## src/design/hmbd_pkg.sv

```systemverilog
// Shared types and constants for the handheld memory bus decoder.
`default_nettype none
package hmbd_pkg;
	localparam int VideoRamBytes = 8192;
	localparam int WorkRamBytes = 8192;
	localparam int SpriteTableBytes = 160;

	typedef enum logic [1:0] {
		MODE_READ = 2'd0,
		MODE_WRITE = 2'd1,
		MODE_IO = 2'd2,
		MODE_ALT = 2'd3
	} mode_t;

	typedef enum logic [1:0] {
		ST_DONE = 2'd0,
		ST_CART = 2'd1,
		ST_UNUSABLE = 2'd2,
		ST_DMA_BAD = 2'd3
	} status_t;

	localparam logic [6:0] IO_JOYPAD = 7'h00;
	localparam logic [6:0] IO_DIVIDER = 7'h04;
	localparam logic [6:0] IO_LINE = 7'h44;
	localparam logic [6:0] IO_DMA = 7'h46;

	// One decoded access, handed from the front end to the back end.
	typedef struct packed {
		logic [1:0] mode;
		logic [15:0] address;
		logic [7:0] write_data;
		logic [7:0] joypad_state;
	} access_t;

	// True for addresses forwarded to the cartridge.
	function automatic logic is_cart(input logic [15:0] a);
		return (a < 16'h8000) || (a >= 16'ha000 && a < 16'hc000);
	endfunction
endpackage
`default_nettype wire

```

## src/design/hmbd_front.sv

```systemverilog
// Front end: accepts access beats into a two-entry queue.
`default_nettype none
module hmbd_front
	import hmbd_pkg::*;
(
	input wire logic clk,
	input wire logic arst_n,
	input wire logic in_valid,
	output logic in_ready,
	input wire access_t in_item,
	output logic q_valid,
	input wire logic q_ready,
	output access_t q_item
);
	access_t slot_q [2];
	logic [1:0] count_q;
	logic rd_ptr_q, wr_ptr_q;
	logic push, pop;

	assign in_ready = count_q != 2'd2;
	assign q_valid = count_q != 2'd0;
	assign q_item = slot_q[rd_ptr_q];
	assign push = in_valid && in_ready;
	assign pop = q_valid && q_ready;

	// Hold queued beats.
	always_ff @(posedge clk) begin
		if (push) slot_q[wr_ptr_q] <= in_item;
	end

	// Advance pointers and count.
	always_ff @(posedge clk or negedge arst_n) begin
		if (!arst_n) begin
			count_q <= 2'd0;
			rd_ptr_q <= 1'b0;
			wr_ptr_q <= 1'b0;
		end else begin
			if (push) wr_ptr_q <= ~wr_ptr_q;
			if (pop) rd_ptr_q <= ~rd_ptr_q;
			count_q <= count_q + {1'b0, push} - {1'b0, pop};
		end
	end
endmodule
`default_nettype wire

```

## config.mk

```make
export PLATFORM = sky130hd
export DESIGN_NAME = hmbd_front
export DESIGN_NICKNAME = d
export VERILOG_FILES = /design/src/design/hmbd_pkg.sv /design/src/design/hmbd_front.sv
export SDC_FILE = /design/constraint.sdc
export NUM_CORES = 1
export LEC_CHECK = 0
export ABC_AREA = 1
export BUFFER_PORTS_ARGS = -buffer_cell sky130_fd_sc_hd__buf_2
export CAP_MARGIN = 10
export CORE_MARGIN = 3
export CORE_UTILIZATION = 50
export CTS_BUF_LIST = sky130_fd_sc_hd__clkbuf_4
export DETAILED_ROUTE_END_ITERATION = 10
export PLACE_DENSITY = 0.79
export SYNTH_ARGS = -nofsm -noshare
export SYNTH_HDL_FRONTEND = slang
export SYNTH_SLANG_ARGS = --single-unit
```

## constraint.sdc

```tcl
create_clock -name clk -period 3.1 [get_ports clk]
set_input_delay 0.31 -clock clk [delete_from_list [all_inputs] [get_ports clk]]
set_output_delay 0.31 -clock clk [all_outputs]
set_load 0.01 [all_outputs]
```

==> metrics, run 1 <==
category of the worst setup path capture point output pin; maximum number of pins on one net before global-route repair 37; Final ANT Viol Nets 0; most frequent standard cell in the layout excluding fill and tap cells nand2_1; Final TNS setup 0 ps; commonest non-fill, non-tap cells in the layout nand2_1 (105), buf_2 (73), edfxtp_1 (68); P per Cell Area 899 nW/um2; worst path cell trace buf_4 > inv_8 > nand2_1 > nand2_1 > buf_2; sequential cell area fraction in the yosys report 0.776; via total after detailed routing 1,712; average footprint of a synthesized cell 13.2 um2; worst path bufs/invs 3; layout cell share with drive strength beyond 1 0.345; period utilisation layout 0.629; crit path to q_item[33]; number of gates resized after CTS 0; Mapped Cells 209; initial antenna violation count 0; number of detailed-route iterations in the first pass 4; count of buffers added by post-CTS timing repair for setup 0; Synth cell types 12; clock sink count 72; Register-to-Register Path Depth 3; top-area cell type share of the netlist area 0.740; worst min path class input port to flip-flop; Period minus WS final 1950 ps; Total GRT Usage 0.166; cell taking the most area after synthesis edfxtp_1; die area 6450 um2; Routability Congestion 0.756; maximum VDD drop 474 uV; worst path arrival time 1640 ps; relative max-transition margin 0.352; die height 80.3 um; R2R setup slack 1300 ps; total stage count of the critical path 5; core outline area 5240 um2; category of the critical setup timing path flip-flop to output pin; critical path's top delay family buffers and inverters; Max stage delay on crit path ~380 ps; DRC violations left 0; Slew @ Worst Pin 970 ps; number of vias per cell after detailed routing 4.72; fill cell total of the finished layout 408; standard-cell rows 26; sum of overflow across all layers after global routing 0; cell occurring most often along the worst timing path nand2_1; Clk pin slew, worst setup/hold paths 110 ps; type of origin of the critical path flip-flop; fin nets 329; dpl hpwl 3000 um; PortBufs 73; Syn Nets 249; n_diodes 0; starting density of the core 0.527; wire length of the first global-routing pass 7650 um; Synth-to-Final Area Change 19.3%; RSZ-0062 raised after global routing false; top cells by area in the synthesized netlist edfxtp_1 (74%), nand2_1 (14%), dfrtp_1 (3.6%), nand2_2 (2.3%), buf_6 (1.2%); worst clock skew 10.1 ps; top-level port count 74; number of setup violations in the final report 0; number of synthesized register bits 72; number of H-tree branching levels 3; final slew viol count 0; leakage component of the power 0.00147 uW; worst r2r dst slot_q[1][22]; first element of the critical path rd_ptr_q; status completed; slowest stage cell, crit path buf_4; Required @ worst endpoint 2790 ps; die span in x ~80 um; number of warnings issued by yosys 0; TritonCTS clock tree yes; worst hold slack after final layout 90.4 ps; WL per Instance approximately 13 um; 1st-iter DRT viols 74; Mapped Area about 2800 um2; routed wire length 4730 um; clock latency on the worst-skew pair ~400 ps; critical-path maximum fanout 36; clk buf depth 2; number of global-route vias before repair 1,671; cts bufs inserted 9; CTS root buf clkbuf_4; number of hold-slack violations in the final timing report 0; max-cap violations 0; reg2reg start count_q[1]; f_max 0.513 GHz
## where the power goes
group,internal (uW),switching (uW),total (uW),leakage (uW)
registers,1330,57.8,1390,0.000681
logic,341,695,1040,0.000717
clock network,244,293,537,0.0000734
total,1920,1050,2960,0.00147
## registers in the layout, indices dropped and copies added, names as in the netlist
name	cells
count_q	2
rd_ptr_q	1
slot_q	68
wr_ptr_q	1
## synth_stat cells
master and n:
ha_1 2, inv_1 8, dfrtp_1 4, inv_8 1
buf_6 3, buf_4 3, nand2_1 105, nand3_1 3
nand2_2 10, buf_12 1, edfxtp_1 68, nor2_1 1
## cells by family (layout without fill, tap and decap cells)
kind of cell / Yosys count / in the layout / share of synthesized area
adders and majority gates: 2 / 2 / 0.00906
buffers and inverters: 16 / 100 / 0.0426
DFF: 72 / 72 / 0.776
and+or+nand+nor: 119 / 119 / 0.172
## cell type report
| class | count | area (um2) | area share |
|---|---|---|---|
| multi-input cells | 121 | 508 | 0.154 |
| clock buffers | 10 | 75.1 | 0.0228 |
| inverters | 9 | 41.3 | 0.0125 |
| clock inverters | 5 | 48.8 | 0.0148 |
| repair buffers | 76 | 390 | 0.119 |
| well taps | 70 | 87.6 | 0.0266 |
| flip-flops and latches | 72 | 2140 | 0.650 |
## metal layers
metal,vias to the layer above,GRT usage,part of all wire
met5,-,0,0
met4,0,0.0861,0.019
met3,10,0.0673,0.077
met2,60,0.270,0.49
met1,788,0.188,0.41
li1,854,-,-
## repair_timing
action                                 CTS  global route
hold buffers                             1             0
setup endpoints to repair                0             0
endpoints found under the hold margin    4             0
## through the flow
stage | utilization | total power [uW] | instances | cell area, um2 | setup slack, ps
floorplan | - | 2130 | 209 | 2760 | 611
global placement | 0.603 | 2440 | 347 | 3160 | 1340
detailed placement | 0.603 | 2470 | 347 | 3160 | 1280
CTS | 0.629 | 3000 | 363 | 3290 | 1130
global route | 0.629 | 3190 | 363 | 3290 | 1000
finish | 0.629 | 2960 | 363 | 3290 | 1150
## worst min path at each step
stage	cells past startpoint	start	endpoint	slack [ps]
floorplan	0	arst_n	count_q[0]	10
global placement	1	arst_n	rd_ptr_q	120
detailed placement	1	arst_n	rd_ptr_q	120
CTS	1	in_item[8]	slot_q[1][8]	60
global route	1	in_item[9]	slot_q[1][9]	50
finish	1	in_item[9]	slot_q[1][9]	90
(Power assumes the default switching activity.)
==> run 2: changes to the inputs <==
- CORE_UTILIZATION: 50 -> 49
- PLACE_DENSITY: 0.79 -> 0.81
- clock period: 3.1 -> 1.6 ns (I/O delays scaled with it)
==> run 2 against run 1 <==
Effect of this change:
- the run now ends with negative setup slack left
- critical endpoint is now q_item[18]
- core utilization up 11 points
- global-route usage increased by 1.8 points
- via count up 13%
- combinational power rose to 2.7 times the previous value
- worst setup slack worse by 1200 ps
- sequential cell count stayed put
- largest cell class unchanged
==> metrics, run 2 (synthesized netlist as in run 1, its figures left out) <==
worst path arrival time 1480 ps (-160 ps); first element of the critical path rd_ptr_q; standard-cell rows 26 (unchanged); status finished, violations left; critical-path maximum fanout 8 (-78%); n_diodes 0 (unchanged); slowest stage cell, crit path dfrtp_4; Required @ worst endpoint 1440 ps (-1350 ps); multi-input gate area in the final layout 576 um2 (+13%); wire length of the first global-routing pass 8630 um (+13%); P per Cell Area 1650 nW/um2 (+84%); CTS root buf clkbuf_4; Clk pin slew, worst setup/hold paths 100 ps (about the same); net switching power figure 2360 uW (+130%); cts bufs inserted 9 (unchanged); Max stage delay on crit path 590 ps (+210 ps); maximum VDD drop 857 uV (+81%); Total GRT Usage 0.184 (+0.0179); max-cap violations 0 (unchanged); setup ws final -43.5 ps (-1190 ps); Sequential Power Share 0.429 (-0.040); TritonCTS clock tree yes; sum of overflow across all layers after global routing 0 (unchanged); category of the worst setup path capture point output pin; period utilisation layout 1.03; placed cell area 3250 um2 (+2.7%); worst path cell trace buf_6 > buf_6 > nand2_2 > nand2_2 > buf_6; Met3 Wirelength 345 um (-4.7%); core outline area 5270 um2 (+0.62%); f_max 0.608 GHz; failing checks negative setup slack; hold worst-path end rd_ptr_q; via total after detailed routing 1,928 (+13%); die span in x 81.1 um (+0.94%); worst clock skew 11.8 ps (+1.76 ps); clk buf depth 2 (unchanged); Register-to-Register Path Depth 5 (+2); fin nets 375 (+14%); worst min path class input port to flip-flop; proportion of power drawn by combinational gates 0.435 (+0.085); Routability Congestion 0.666 (-12%); worst r2r dst slot_q[0][2]; leakage component of the power 0.00170 uW (+16%); register containing the most flip-flops in the final layout slot_q; most frequent standard cell in the layout excluding fill and tap cells nand2_1; commonest non-fill, non-tap cells in the layout nand2_1 (82), edfxtp_1 (68), buf_2 (63); clock sink count 72 (unchanged); die area 6570 um2 (+1.9%); fill cell total of the finished layout 356 (-13%); number of H-tree branching levels 3 (unchanged); largest registers in the final layout slot_q (68), count_q (2); Min-Delay Startpoint q_ready; Final Total Pwr 6470 uW (+120%); RSZ-0062 raised after global routing true; R2R setup slack 170 ps (-1130 ps); PortBufs 73 (unchanged); Slew @ Worst Pin 251 ps (-719 ps); number of flip-flops in the largest register 68 (unchanged); Synth-to-Final Area Change 41.8%; worst path bufs/invs 3 (unchanged); number of hold-slack violations in the final timing report 0 (unchanged); Period minus WS final around 1600 ps; length of routed wiring on met1 2420 um (+24%); category of the critical setup timing path flip-flop to output pin; WL per Instance 14.9 um (+15%); routed wire length 6080 um (+29%); cell-internal power 4110 uW (+110%); layout cell share with drive strength beyond 1 0.407 (+0.0618); clock latency on the worst-skew pair 380 ps (-20 ps); clock group share of total power 0.136 (-0.045); 1st-iter DRT viols 61 (-18%); top-level port count 74 (unchanged); initial antenna violation count 0 (unchanged); non-filler instance count after layout 407 (+12%); Cell Count Post-Placement 353 (+1.7%); maximum number of pins on one net before global-route repair 36 (-2.7%); finished layout cell area 3920 um2 (+19%); highest metal layer with signal wires met4; number of global-route vias before repair 1,919 (+15%); Cells on Worst Hold Path 3 (+2); critical path's top delay family flip-flops; die height 81.1 um (+0.94%); storage element area 2150 um2 (+0.18%); DRC violations left 0 (unchanged); cell occurring most often along the worst timing path buf_6; reg2reg start count_q[0]; final slew viol count 0 (unchanged); number of vias per cell after detailed routing 4.74 (+0.44%); Final ANT Viol Nets 0 (unchanged); relative max-transition margin 0.833 (+0.480); type of origin of the critical path flip-flop; dpl hpwl 3260 um (+8.6%); met2 wire length 3250 um (+40%); switching part of the total 0.365 (+0.0116); number of setup violations in the final report 7 (+7); number of detailed-route iterations in the first pass 4 (unchanged); starting density of the core 0.524 (-0.00325)
## run 2: cell count changes in the layout (fill, tap and decap cells not counted), sizes merged
cell,before,now
dlygate4sd3,1,35
clkinvlp,0,1
bufinv,1,0
buf,75,84
clkbuf,10,11
## run 2: repair_timing
item / CTS / global route
endpoints found under the setup margin: 34 / 34
pin swaps: 0 / 8
gates resized for setup: 1 / 44
endpoints found under the hold margin: 72 / 0
setup buffers: 1 / 2
hold buffers: 35 / 0
gates cloned: 0 / 3
## run 2: worst max path at each step
stage / to / slack [ps] / depth (start not counted)
6_report: q_item[18] / -40 / 5
5_1_grt: q_item[18] / -120 / 5
4_1_cts: q_item[13] / -10 / 4
3_5_place_dp: slot_q[0][8] / 170 / 5
3_3_place_gp: slot_q[0][8] / 200 / 5
2_1_floorplan: slot_q[1][0] / 30 / 3
## run 2: routing by layer
layer,vias up,track usage
li1,946,-
met1,900,0.203
met2,74,0.321
met3,8,0.0599
met4,0,0.0861
met5,-,0
## run 2: worst min-delay path, stage by stage
cell     delay, ps
buf_2           80
nand3_1         70
nand2_1         80
## run 2: cell type report
class / count / share of cell area
Sequential cell: 72 / 0.548
Timing Repair Buffer: 119 / 0.237
Multi-Input combinational cell: 121 / 0.147
Tap cell: 70 / 0.0224
Clock buffer: 11 / 0.0211
Inverter: 9 / 0.0128
Timing Repair inverter: 3 / 0.00863
Clock inverter: 2 / 0.00256
## run 2: per-stage QoR
stage	util	hold WS [ps]	setup slack (ps)	TNS, ps
floorplan	-	-136	26.4	0
global placement	0.616	-28.8	195	0
detailed placement	0.616	-27.5	175	0
CTS	0.702	16.3	-9.98	-39.7
global route	0.743	20.1	-121	-2510
finish	0.743	35.6	-43.5	-217
## run 2: power groups by stage
stage	Combinational, uW	Clock [uW]	Sequential (uW)
finish	2810	877	2780
global placement	2110	0	2760
global route	3090	982	2820
detailed placement	2170	0	2780
CTS	2270	879	2730
floorplan	1420	0	2710
